$ cat src/rtl/mci_pkg.sv
// Shared constants, types and helpers of the 4x4 matrix inverse core.
// Depends on nothing; used by all RTL files but the macro header.
package mci_pkg;

    localparam int ELEMENT_BITS_DEF  = 32;
    localparam int FRACTION_BITS_DEF = 16;
    localparam int DIGIT_BITS        = 32;
    localparam int NDIG_BITS         = 3;

    typedef struct packed {
        logic                 acc_sel;
        logic                 load;
        logic                 negate;
        logic [NDIG_BITS-1:0] ndig;
    } t_mac_cmd;

    function automatic logic [1:0] skip_index(input logic [1:0] n, input logic [1:0] x);
        return (n < x) ? n : n + 2'd1;
    endfunction

    function automatic logic [3:0] elem_addr(input logic [1:0] col, input logic [1:0] row);
        return {col, row};
    endfunction

endpackage

$ cat src/rtl/mci_mac.sv
// Digit-serial multiply-accumulate unit with two wide accumulators.
// Depends on mci_pkg.
module mci_mac #(
    parameter int ELEMENT_BITS = mci_pkg::ELEMENT_BITS_DEF,
    parameter int ACC_BITS     = 4 * mci_pkg::ELEMENT_BITS_DEF + 5,
    parameter int NDIG         = 4
) (
    input  logic                                 i_clk,
    input  logic                                 i_rst_n,
    input  logic                                 i_start,
    input  mci_pkg::t_mac_cmd                    i_cmd,
    input  logic [ELEMENT_BITS-1:0]              i_a,
    input  logic [NDIG*mci_pkg::DIGIT_BITS-1:0]  i_b,
    output logic                                 o_busy,
    output logic [ACC_BITS-1:0]                  o_acc0,
    output logic [ACC_BITS-1:0]                  o_acc1
);
    import mci_pkg::*;

    localparam int BW   = NDIG * DIGIT_BITS;
    localparam int PW   = ELEMENT_BITS + DIGIT_BITS + 1;
    localparam int CNTW = (NDIG > 1) ? $clog2(NDIG) : 1;

    logic                         r_run;
    logic                         r_pv;
    logic [CNTW-1:0]              r_cnt;
    logic [CNTW-1:0]              r_pcnt;
    t_mac_cmd                     r_cmd;
    logic [ELEMENT_BITS-1:0]      r_a;
    logic [BW-1:0]                r_b;
    logic signed [PW-1:0]         r_prod;
    logic [ACC_BITS-1:0]          r_acc0;
    logic [ACC_BITS-1:0]          r_acc1;

    logic [DIGIT_BITS-1:0]        dig [NDIG];
    logic                         last_dig;
    logic signed [DIGIT_BITS:0]   dig_ext;
    logic signed [PW-1:0]         prod;
    logic signed [ACC_BITS-1:0]   term;
    logic [ACC_BITS-1:0]          base;
    logic [ACC_BITS-1:0]          acc_next;

    always_comb begin
        for (int d = 0; d < NDIG; d++) begin
            dig[d] = r_b[d*DIGIT_BITS +: DIGIT_BITS];
        end
    end

    assign last_dig = (NDIG_BITS'(r_cnt) == (r_cmd.ndig - NDIG_BITS'(1)));
    assign dig_ext  = last_dig ? {dig[r_cnt][DIGIT_BITS-1], dig[r_cnt]}
                               : {1'b0, dig[r_cnt]};
    assign prod     = PW'(signed'(r_a) * dig_ext);

    always_comb begin
        term = ACC_BITS'(r_prod) << (r_pcnt * DIGIT_BITS);
        if (r_cmd.load && (r_pcnt == '0)) begin
            base = '0;
        end else begin
            base = r_cmd.acc_sel ? r_acc1 : r_acc0;
        end
        acc_next = r_cmd.negate ? (base - term) : (base + term);
    end

    always_ff @(posedge i_clk) begin
        if (!i_rst_n) begin
            r_run <= 1'b0;
            r_pv  <= 1'b0;
            r_cnt <= '0;
        end else begin
            r_pv <= r_run;
            if (i_start) begin
                r_run <= 1'b1;
                r_cnt <= '0;
            end else if (r_run) begin
                r_cnt <= r_cnt + CNTW'(1);
                if (last_dig) begin
                    r_run <= 1'b0;
                end
            end
        end
    end

    always_ff @(posedge i_clk) begin
        if (i_start) begin
            r_a   <= i_a;
            r_b   <= i_b;
            r_cmd <= i_cmd;
        end
        if (r_run) begin
            r_prod <= prod;
            r_pcnt <= r_cnt;
        end
        if (r_pv) begin
            if (r_cmd.acc_sel) begin
                r_acc1 <= acc_next;
            end else begin
                r_acc0 <= acc_next;
            end
        end
    end

    assign o_busy = r_run | r_pv;
    assign o_acc0 = r_acc0;
    assign o_acc1 = r_acc1;

endmodule

$ cat config.mk
export PLATFORM = sky130hd
export DESIGN_NAME = mci_mac
export DESIGN_NICKNAME = d
export VERILOG_FILES = /design/src/rtl/mci_pkg.sv /design/src/rtl/mci_mac.sv
export SDC_FILE = /design/constraint.sdc
export NUM_CORES = 2
export LEC_CHECK = 0
export BUFFER_PORTS_ARGS = -buffer_cell sky130_fd_sc_hd__buf_2
export CAP_MARGIN = 25
export CORE_AREA = 4 4 351 353
export CTS_CLUSTER_SIZE = 16
export DETAILED_ROUTE_END_ITERATION = 16
export DIE_AREA = 0 0 355 357
export PLACE_DENSITY_LB_ADDON = 0.08
export SKIP_LAST_GASP = 1
export SLEW_MARGIN = 20
export SYNTH_ARGS = -nofsm -noshare
export SYNTH_HDL_FRONTEND = slang
export SYNTH_SLANG_ARGS = --single-unit
$ cat constraint.sdc
create_clock -name i_clk -period 14.6 [get_ports i_clk]
set_input_delay 0 -clock i_clk [delete_from_list [all_inputs] [get_ports i_clk]]
set_output_delay 0 -clock i_clk [all_outputs]
set_load 0.01 [all_outputs]
==> results.md <==
- TritonCTS clock tree: done
- Via density: 5.78
- Total number of vias: 51900
- Final TNS setup: 0 ns
- First-pass GRT wire length: 328000 um
- Post-Synth Adder-Cell Area: 38.6%
- Mean Syn Cell Area: 9.79 um2
- Clk_lat worst skew: 0.68 ns
- Fin crit share: 73.5%
- XOR/XNOR Fraction of Synth Area: 4.25%
- Synth Warn #: 0
- Setup Fix Bufs, Post-CTS: 0
- IO buf count: 435
- Core area: 120000 um2
- Root Driver: clkbuf_16
- GRT Overall Usage: 33.9%
- Mux share of post-synthesis cell area: 3.76%
- Hpwl dp: 162000 um
- Async set-reset flop share out of synthesis: 0%
- Post-synthesis simple-gate area fraction: 14.8%
- Main combinational cell family by area after synthesis: adder cells
- Initial core utilization: 56.7%
- P&R area growth vs syn: 10.2%
- Layout cells sized above 1: 9.12%
- Seq/Total Area, Yosys: 22.2%
- CP endpoint kind: register
- CTS H-tree lvls: 2
- Number of global-route vias before repair: 54700
- Most common cell after layout, fill and taps aside: fa_1
- Slew @ Worst Pin: 1.13 ns
- Slew margin rel.: 24.1%
- GRT overflow: 0
- Syn Inst Count: 6943
- Number of nets in the layout: 8922
- Antenna violations before repair: 2
- DRT iter0 DRCs: 4231
- WL/cell: 23.7 um
- CP dominant cell by count: fa_1
- Final worst path period need: 10.74 ns
- MaxCap Viol Count: 0
- Post-layout util: 62.5%
- Largest net degree at the start of global routing: 129
- Hold Vio Cnt, Final: 0
- Critical path required time: 14.97 ns
- # IOs: 436
- Syn Nets: 8545
- Synth Register Bits: 503
- Placed Cells incl. Taps: 8688
- Compound-gate portion of the synthesized area: 8.67%
- Gpl congestion: 0.987
- Die ar.: 127000 um2
- Worst Skew: 0.0529 ns
- Die Span Y: 357 um
- Arr. time, crit path: 11.10 ns
- Critical path class: register to register
- CTS Buf Count: 53
- Syn Std Cell Area: 68000 um2
- Outcome: finished, final reports clean
- Startpoint type of the worst setup path: register
- Post-synth EDFFs: 499
- Die Wd: 355 um
- Final Setup Violations: 0
- Non-Filler Instances: 8972
- Worst min path class: input port to register
- Crit-path slowest cell: fa_1
- Most frequent cells in the layout: fa_1, inv_1, nand2_1, and2_1, edfxtp_1
- Crit-path max cell delay: 0.99 ns
- Std cell rows: 127
- Slew Viols, Final: 0
- CTS resizes: 0
- Clk slew on worst S/H paths: 0.07 ns
- Final WL: 213000 um
- Crit Path Max Fanout: 35
- RSZ-0062 raised after global routing: false
- Detail Route Antenna Nets: 0
- First-pass DRT Iterations: 6
- Clock Sinks: 503
- Longest Clk Path Bufs: 3
- Post-synth top flop: edfxtp_1
- F_max: 93.1 MHz
- Unique masters post-synth: 88
- Residual DRC: 0
[area by class of cell]
cell class              count  area [um2]
fillers                 10100       44900
well taps                1612        2020
repair buffers            710        4740
inverters                1007        3780
flip-flops and latches    503       15100
multi-input cells        5045       47600
diodes                      3        7.51
clock buffers              69        1390
clock inverters            23         249
[routing by layer]
| metal | vias to the layer above | share of wire, % | track usage, % |
|---|---|---|---|
| met3 | 379 | 7.1 | 5.63 |
| met5 | - | 0.0061 | 0 |
| met1 | 26200 | 41 | 45.4 |
| li1 | 23100 | - | - |
| met4 | 2 | 4.4 | 12.6 |
| met2 | 2190 | 47 | 55.9 |
[synth_stat cells (all sizes together) (71+ instances only)]
library cell	n	share of area, %
fa	1103	32
inv	1004	5.5
nand2	799	4.4
and2	541	5.0
edfxtp	499	22
nor2	413	2.3
a21oi	396	2.9
clkbuf	342	1.9
ha	330	6.1
xnor2	220	2.8
o21ai	197	1.5
mux2i	176	2.6
xor2	110	1.4
a21o	103	1.1
nand4	71	0.65
nor3	71	0.54
[logic make-up after synthesis]
kind of cell    count (synthesis)
fa+ha+maj                    1433
buf+inv                      1395
xor+xnor                      330
simple gates                 2096
compound gates                972
mux                           214
flops                         503
[metrics by stage]
stage | hold WS (ns) | setup WS [ns] | instance area [um2]
2_1_floorplan | 0.0989 | 5.23 | 68000
3_3_place_gp | 0.176 | 4.11 | 71400
3_5_place_dp | 0.178 | 3.98 | 71400
4_1_cts | 0.000338 | 3.94 | 74900
5_1_grt | 0.00589 | 3.23 | 74900
6_report | 0.0244 | 3.86 | 74900
[worst max-delay path: cells and delay by family, from the launching register on]
kind / cells / cell delay (ns)
buf+inv: 7 / 1.66
xor+xnor: 2 / 0.24
mux: 1 / 0.85
compound gates: 9 / 1.54
simple gates: 4 / 0.60
fa+ha+maj: 9 / 5.19
flops: 1 / 0.31
[registers in the layout, indices dropped and copies added, names as in the netlist]
name	cells
r_pcnt	2
r_b	128
r_pv	1
r_cnt	2
r_prod	65
r_a	32
r_cmd	6
r_run	1
o_acc0	133
o_acc1	133
[timing repair]
item	in CTS	in global routing
hold buffers	189	0
endpoints found under the setup margin	0	0
hold endpoints to repair	225	0
[final timing paths]
kind,start,endpoint,slack [ns],depth (start not counted)
max,r_cnt[1],r_prod[64],3.86,32
min,i_b[33],r_b[33],0.02,2
max reg2reg,r_cnt[1],r_prod[64],3.86,32
min reg2reg,r_run,r_pcnt[0],0.58,0
Power is left out: the tool's default activity adds up to more than one toggle a clock period on the data nets, which glitch-free logic cannot reach.
