File: config.mk
export PLATFORM = sky130hd
export DESIGN_NAME = mci_div
export DESIGN_NICKNAME = d
export VERILOG_FILES = /design/src/rtl/mci_pkg.sv /design/src/rtl/mci_div.sv
export SDC_FILE = /design/constraint.sdc
export NUM_CORES = 1
export LEC_CHECK = 0
export BUFFER_PORTS_ARGS = -buffer_cell sky130_fd_sc_hd__buf_2
export CORE_UTILIZATION = 52
export CTS_CLUSTER_DIAMETER = 120
export DETAILED_ROUTE_END_ITERATION = 6
export GPL_TIMING_DRIVEN = 0
export PLACE_DENSITY_LB_ADDON = 0.25
export SKIP_LAST_GASP = 1
export SLEW_MARGIN = 20
export SYNTH_ARGS = -nofsm -noshare
export SYNTH_HDL_FRONTEND = slang
export SYNTH_SLANG_ARGS = --single-unit
File: constraint.sdc
create_clock -name i_clk -period 18 [get_ports i_clk]
set_clock_uncertainty 0.2 [all_clocks]
set_input_delay 0.9 -clock i_clk [delete_from_list [all_inputs] [get_ports i_clk]]
set_output_delay 0.9 -clock i_clk [all_outputs]
set_load 0.05 [all_outputs]
File: src/rtl/mci_pkg.sv
// Shared constants, types and helpers of the 4x4 matrix inverse core.
// Depends on nothing; used by all RTL files but the macro header.
package mci_pkg;

    localparam int ELEMENT_BITS_DEF  = 32;
    localparam int FRACTION_BITS_DEF = 16;
    localparam int DIGIT_BITS        = 32;
    localparam int NDIG_BITS         = 3;

    typedef struct packed {
        logic                 acc_sel;
        logic                 load;
        logic                 negate;
        logic [NDIG_BITS-1:0] ndig;
    } t_mac_cmd;

    function automatic logic [1:0] skip_index(input logic [1:0] n, input logic [1:0] x);
        return (n < x) ? n : n + 2'd1;
    endfunction

    function automatic logic [3:0] elem_addr(input logic [1:0] col, input logic [1:0] row);
        return {col, row};
    endfunction

endpackage

File: src/rtl/mci_div.sv
// Restoring divider: cofactor scaled by 2^(2F) over the determinant, rounded and saturated.
// Depends on mci_pkg.
module mci_div #(
    parameter int ELEMENT_BITS  = mci_pkg::ELEMENT_BITS_DEF,
    parameter int FRACTION_BITS = mci_pkg::FRACTION_BITS_DEF,
    parameter int COF_BITS      = 3 * mci_pkg::ELEMENT_BITS_DEF + 3,
    parameter int DET_BITS      = 4 * mci_pkg::ELEMENT_BITS_DEF + 5
) (
    input  logic                    i_clk,
    input  logic                    i_rst_n,
    input  logic                    i_start,
    input  logic [COF_BITS-1:0]     i_num,
    input  logic [DET_BITS-1:0]     i_den_mag,
    input  logic                    i_den_neg,
    output logic                    o_busy,
    output logic [ELEMENT_BITS-1:0] o_quot
);
    import mci_pkg::*;

    localparam int QB   = ELEMENT_BITS + 1;
    localparam int NW   = COF_BITS + 2 * FRACTION_BITS;
    localparam int HW   = NW - QB;
    localparam int CMPW = (HW > DET_BITS) ? HW : DET_BITS;
    localparam int RW   = DET_BITS + 1;
    localparam int QW   = ELEMENT_BITS + 2;
    localparam int CW   = $clog2(QB);

    localparam logic [2:0] DV_IDLE  = 3'd0;
    localparam logic [2:0] DV_ABS   = 3'd1;
    localparam logic [2:0] DV_SETUP = 3'd2;
    localparam logic [2:0] DV_ITER  = 3'd3;
    localparam logic [2:0] DV_RND   = 3'd4;
    localparam logic [2:0] DV_FIN   = 3'd5;

    localparam logic [QW-1:0] LIM = QW'(1) << (ELEMENT_BITS - 1);

    logic [2:0]              r_st;
    logic [CW-1:0]           r_cnt;
    logic [COF_BITS-1:0]     r_num;
    logic [COF_BITS-1:0]     r_nmag;
    logic                    r_qneg;
    logic [DET_BITS-1:0]     r_d;
    logic [RW-1:0]           r_rem;
    logic [QB-1:0]           r_lo;
    logic [QB-1:0]           r_q;
    logic                    r_ovf;
    logic                    r_rup;
    logic [ELEMENT_BITS-1:0] r_quot;

    logic [NW-1:0]           nsh;
    logic [HW-1:0]           hi;
    logic [RW-1:0]           trial;
    logic [RW:0]             diff;
    logic [QW-1:0]           mag;
    logic [QW-1:0]           mcl;

    assign nsh   = {r_nmag, {(2*FRACTION_BITS){1'b0}}};
    assign hi    = nsh[NW-1:QB];
    assign trial = {r_rem[RW-2:0], r_lo[QB-1]};
    assign diff  = {1'b0, trial} - {2'b00, r_d};

    always_comb begin
        mag = QW'(r_q) + QW'(r_rup);
        if (r_ovf) begin
            mcl = r_qneg ? LIM : LIM - QW'(1);
        end else if (r_qneg) begin
            mcl = (mag > LIM) ? LIM : mag;
        end else begin
            mcl = (mag > LIM - QW'(1)) ? LIM - QW'(1) : mag;
        end
    end

    always_ff @(posedge i_clk) begin
        if (!i_rst_n) begin
            r_st <= DV_IDLE;
        end else begin
            unique case (r_st)
                DV_IDLE:  if (i_start) r_st <= DV_ABS;
                DV_ABS:   r_st <= DV_SETUP;
                DV_SETUP: r_st <= DV_ITER;
                DV_ITER:  if (r_cnt == CW'(QB - 1)) r_st <= DV_RND;
                DV_RND:   r_st <= DV_FIN;
                DV_FIN:   r_st <= DV_IDLE;
                default:  r_st <= DV_IDLE;
            endcase
        end
    end

    always_ff @(posedge i_clk) begin
        unique case (r_st)
            DV_IDLE: begin
                if (i_start) begin
                    r_num  <= i_num;
                    r_qneg <= i_num[COF_BITS-1] ^ i_den_neg;
                    r_d    <= i_den_mag;
                end
            end
            DV_ABS: begin
                r_nmag <= r_num[COF_BITS-1] ? (~r_num + COF_BITS'(1)) : r_num;
            end
            DV_SETUP: begin
                r_ovf <= (CMPW'(hi) >= CMPW'(r_d));
                r_rem <= RW'(hi);
                r_lo  <= nsh[QB-1:0];
                r_q   <= '0;
                r_cnt <= '0;
            end
            DV_ITER: begin
                if (!diff[RW]) begin
                    r_rem <= diff[RW-1:0];
                end else begin
                    r_rem <= trial;
                end
                r_q   <= {r_q[QB-2:0], ~diff[RW]};
                r_lo  <= r_lo << 1;
                r_cnt <= r_cnt + CW'(1);
            end
            DV_RND: begin
                r_rup <= ({r_rem, 1'b0} >= {2'b00, r_d});
            end
            DV_FIN: begin
                r_quot <= r_qneg ? ELEMENT_BITS'(~mcl + QW'(1)) : ELEMENT_BITS'(mcl);
            end
            default: ;
        endcase
    end

    assign o_busy = (r_st != DV_IDLE);
    assign o_quot = r_quot;

endmodule

==> run_results.csv <==
group,metric,value,unit
finish,fin_area,0.0401,sq mm
placement,port_buffers,268,
detailed_routing,routed-wl-met2,48600,um
yosys,synth.distinct_cells,84,
yosys,synth_top_area_share,45.9,%
detailed_routing,top_layer,"met5",
clock_tree,cts_buffers,58,
clock_tree,clockRootBuffer,"clkbuf_16",
placement,pre_cts_ws,11.35,ns
detailed_routing,wl_per_cell,21.9,um
yosys,ys_warn_count,0,
finish,final_util,59.8,%
clock_tree,cts_resized,0,
worst_setup_path,cp_max_fo,8,
power,leakagePower,15.6,nW
worst_setup_path,worstPathRequired,18.20,ns
timing,setup_tns,0,ns
clock_tree,cts_buffer_depth,3,
placement,dp_hpwl,84300,um
timing,holdWs,0.225,ns
finish,nets,4486,
detailed_routing,met3_length,8390,um
detailed_routing,wirelength_met1,46800,um
finish,syn_to_final_growth,13.5,%
die,core_area,0.0672,sq mm
worst_setup_path,arrival,7.06,ns
clock_tree,clock-sinks,543,
global_route,grt.overflow.total,0,
detailed_routing,ant_nets,0,
power,powerDensity,102,mW/mm^2
global_route,grt_pass1_wl,165000,um
worst_setup_path,regToRegSetupSlack,11.14,ns
flow_run,drv_cap,0,
timing,min_period_over_period,38.1,%
yosys,async_flop_share,0,%
yosys,seq_area_frac_synth,46.0,%
hold_path,hp-class,"primary input to flip-flop",
timing,relSlewSlack,22.1,%
yosys,synth_top_area_cell,"edfxtp_1",
power,total_power,4.09,mW
timing,setup_viol,0,
detailed_routing,drt_iter0_drc,2973,
yosys,synth_most_common_cell,"edfxtp_1",
clock_tree,insertion_delay,0.65,ns
clock_tree,clk_pin_slew,0.07,ns
timing,setup_ws,11.14,ns
placement,dp.cells,4824,
yosys,syn-instance-count,3659,
global_route,grt_usage,30.7,%
yosys,ys_ff_latch,543,
die,dieArea,0.0690,sq mm
status,status,"finished, violations left",
clock_tree,htree_levels,2,
clock_tree,cts_setup_buffers,0,
timing,final_hold_viol_count,0,
finish,stdcell_count,4934,
detailed_routing,post-route-drc-count,1,
yosys,syn_nets,4134,
detailed_routing,viasPerCell,6.10,
timing,layout_min_cycle_time,6.86,ns
die,die_y,263,um
placement,post_dp_cell_area,0.0382,sq mm
yosys,syn_area,0.0354,sq mm
timing,rsz0062_at_grt,"no",
die,placementRows,95,
status,violations,"DRC",
yosys,synthTopCellsByArea,"edfxtp_1 46%, ha_1 8.4%, a21oi_1 5.5%",
power,vdd.ir_drop.worst,0.0925,mV
yosys,synth_top_flop_cell,"edfxtp_1",
detailed_routing,firstDrtPassIters,7,
die,io_pins,269,
global_route,grt_max_degree,57,
clock_tree,hold_buffers,0,
yosys,synth_edf_count,540,
timing,max_slew.worst_pin.slew,1.15,ns
timing,clock.fmax,0.146,GHz
yosys,synthTopCellsByCount,"540 x edfxtp_1, 391 x a21oi_1, 350 x nand2_1, 288 x o21ai_0, 258 x nor2_1",
worst_setup_path,cp-end-kind,"flip-flop",
timing,drv_slew,0,
detailed_routing,dr_total_vias,30100,
die,die_w,263,um
finish,drive_above_1_share,10.9,%
detailed_routing,wl,108000,um
placement,globalplace.congestion,1.01,
global_route,antenna_found_initial,4,
yosys,avgSynthCellArea,9.66,sq um
global_route,grt_pass1_vias,28600,
die,start_util,52.6,%
clock_tree,cts_tree,"built",
worst_setup_path,worst-setup-path-type,"flip-flop to flip-flop",
worst_setup_path,start_kind,"flip-flop",
## path summary, 6_finish.rpt
kind	startpoint	to	cells after the start
worst max-delay path	r_rem[24]$_DFFE_PP_	r_rem[129]$_SDFFCE_PN0P_	14
worst min-delay path	i_num[6]	r_num[6]$_DFFE_PP_	1
worst max register to register	r_rem[24]$_DFFE_PP_	r_rem[129]$_SDFFCE_PN0P_	14
worst min register to register	r_nmag[0]$_DFFE_PP_	r_lo[32]$_SDFFCE_PP0P_	1
## registers in the layout, summed over array words and instances (netlist names), 3 cells and up
name / cells
r_rem: 134
r_d: 133
r_nmag: 99
r_num: 99
r_q: 33
o_quot: 32
r_cnt: 6
r_st: 3
## where the power goes
group	switching, mW	internal (mW)	total (mW)
Sequential	0.0866	1.57	1.66
Clock	0.520	0.683	1.20
Combinational	0.790	0.438	1.23
Total	1.40	2.69	4.09
## worst max-delay path: stages (launching register included)
cell      delay, ns
edfxtp_1       0.40
ha_1           0.31
clkbuf_1       0.29
nand4_1        0.23
nor4_1         0.68
nand2_1        0.16
a311oi_1       0.62
o311ai_0       0.45
a21oi_1        0.61
a41oi_1        0.36
o41ai_1        0.83
a311oi_1       0.36
o41ai_1        0.70
nor4_1         0.13
a311o_1        0.29
## metal layers
layer,track usage [%],up-vias
met5,0,-
met4,12.1,2
met3,4.57,221
met2,48.9,1289
met1,42.1,14300
li1,-,14300
## layout by cell type (no fill, tap or decap), drive strengths merged, types with 29 or more instances in the layout
cell,n
a21o,78
o21ai,290
nand2b,36
a21oi,391
o21bai,47
clkinv,33
clkbuf,210
nand2,350
or3,44
nor2,258
nand4,93
xnor2,193
and3,50
nand3,72
inv,210
ha,238
edfxtp,540
nor4,45
a31oi,29
buf,303
nor2b,30
xor2,63
o31ai,47
nor3,83
## logic make-up after synthesis
logic type	Yosys count	share of synthesized area, %
multiplexers	31	0.888
AND/OR/NAND/NOR	1150	16.0
AO/OA/AOI/OAI	1076	18.4
XOR/XNOR	256	6.34
flip-flops	543	46.0
adder cells (fa/ha/maj)	239	8.48
buffers and inverters	364	3.89
## final cells by class
class	count	area, sq um
Sequential cell	543	16300
Antenna cell	2	5.00
Multi-Input combinational cell	2752	17700
Fill cell	5801	27000
Clock buffer	66	1530
Clock inverter	42	375
Tap cell	873	1090
Inverter	209	785
Buffer	155	596
Timing Repair Buffer	292	1730
Note: power is estimated with default switching activity, not from simulation.
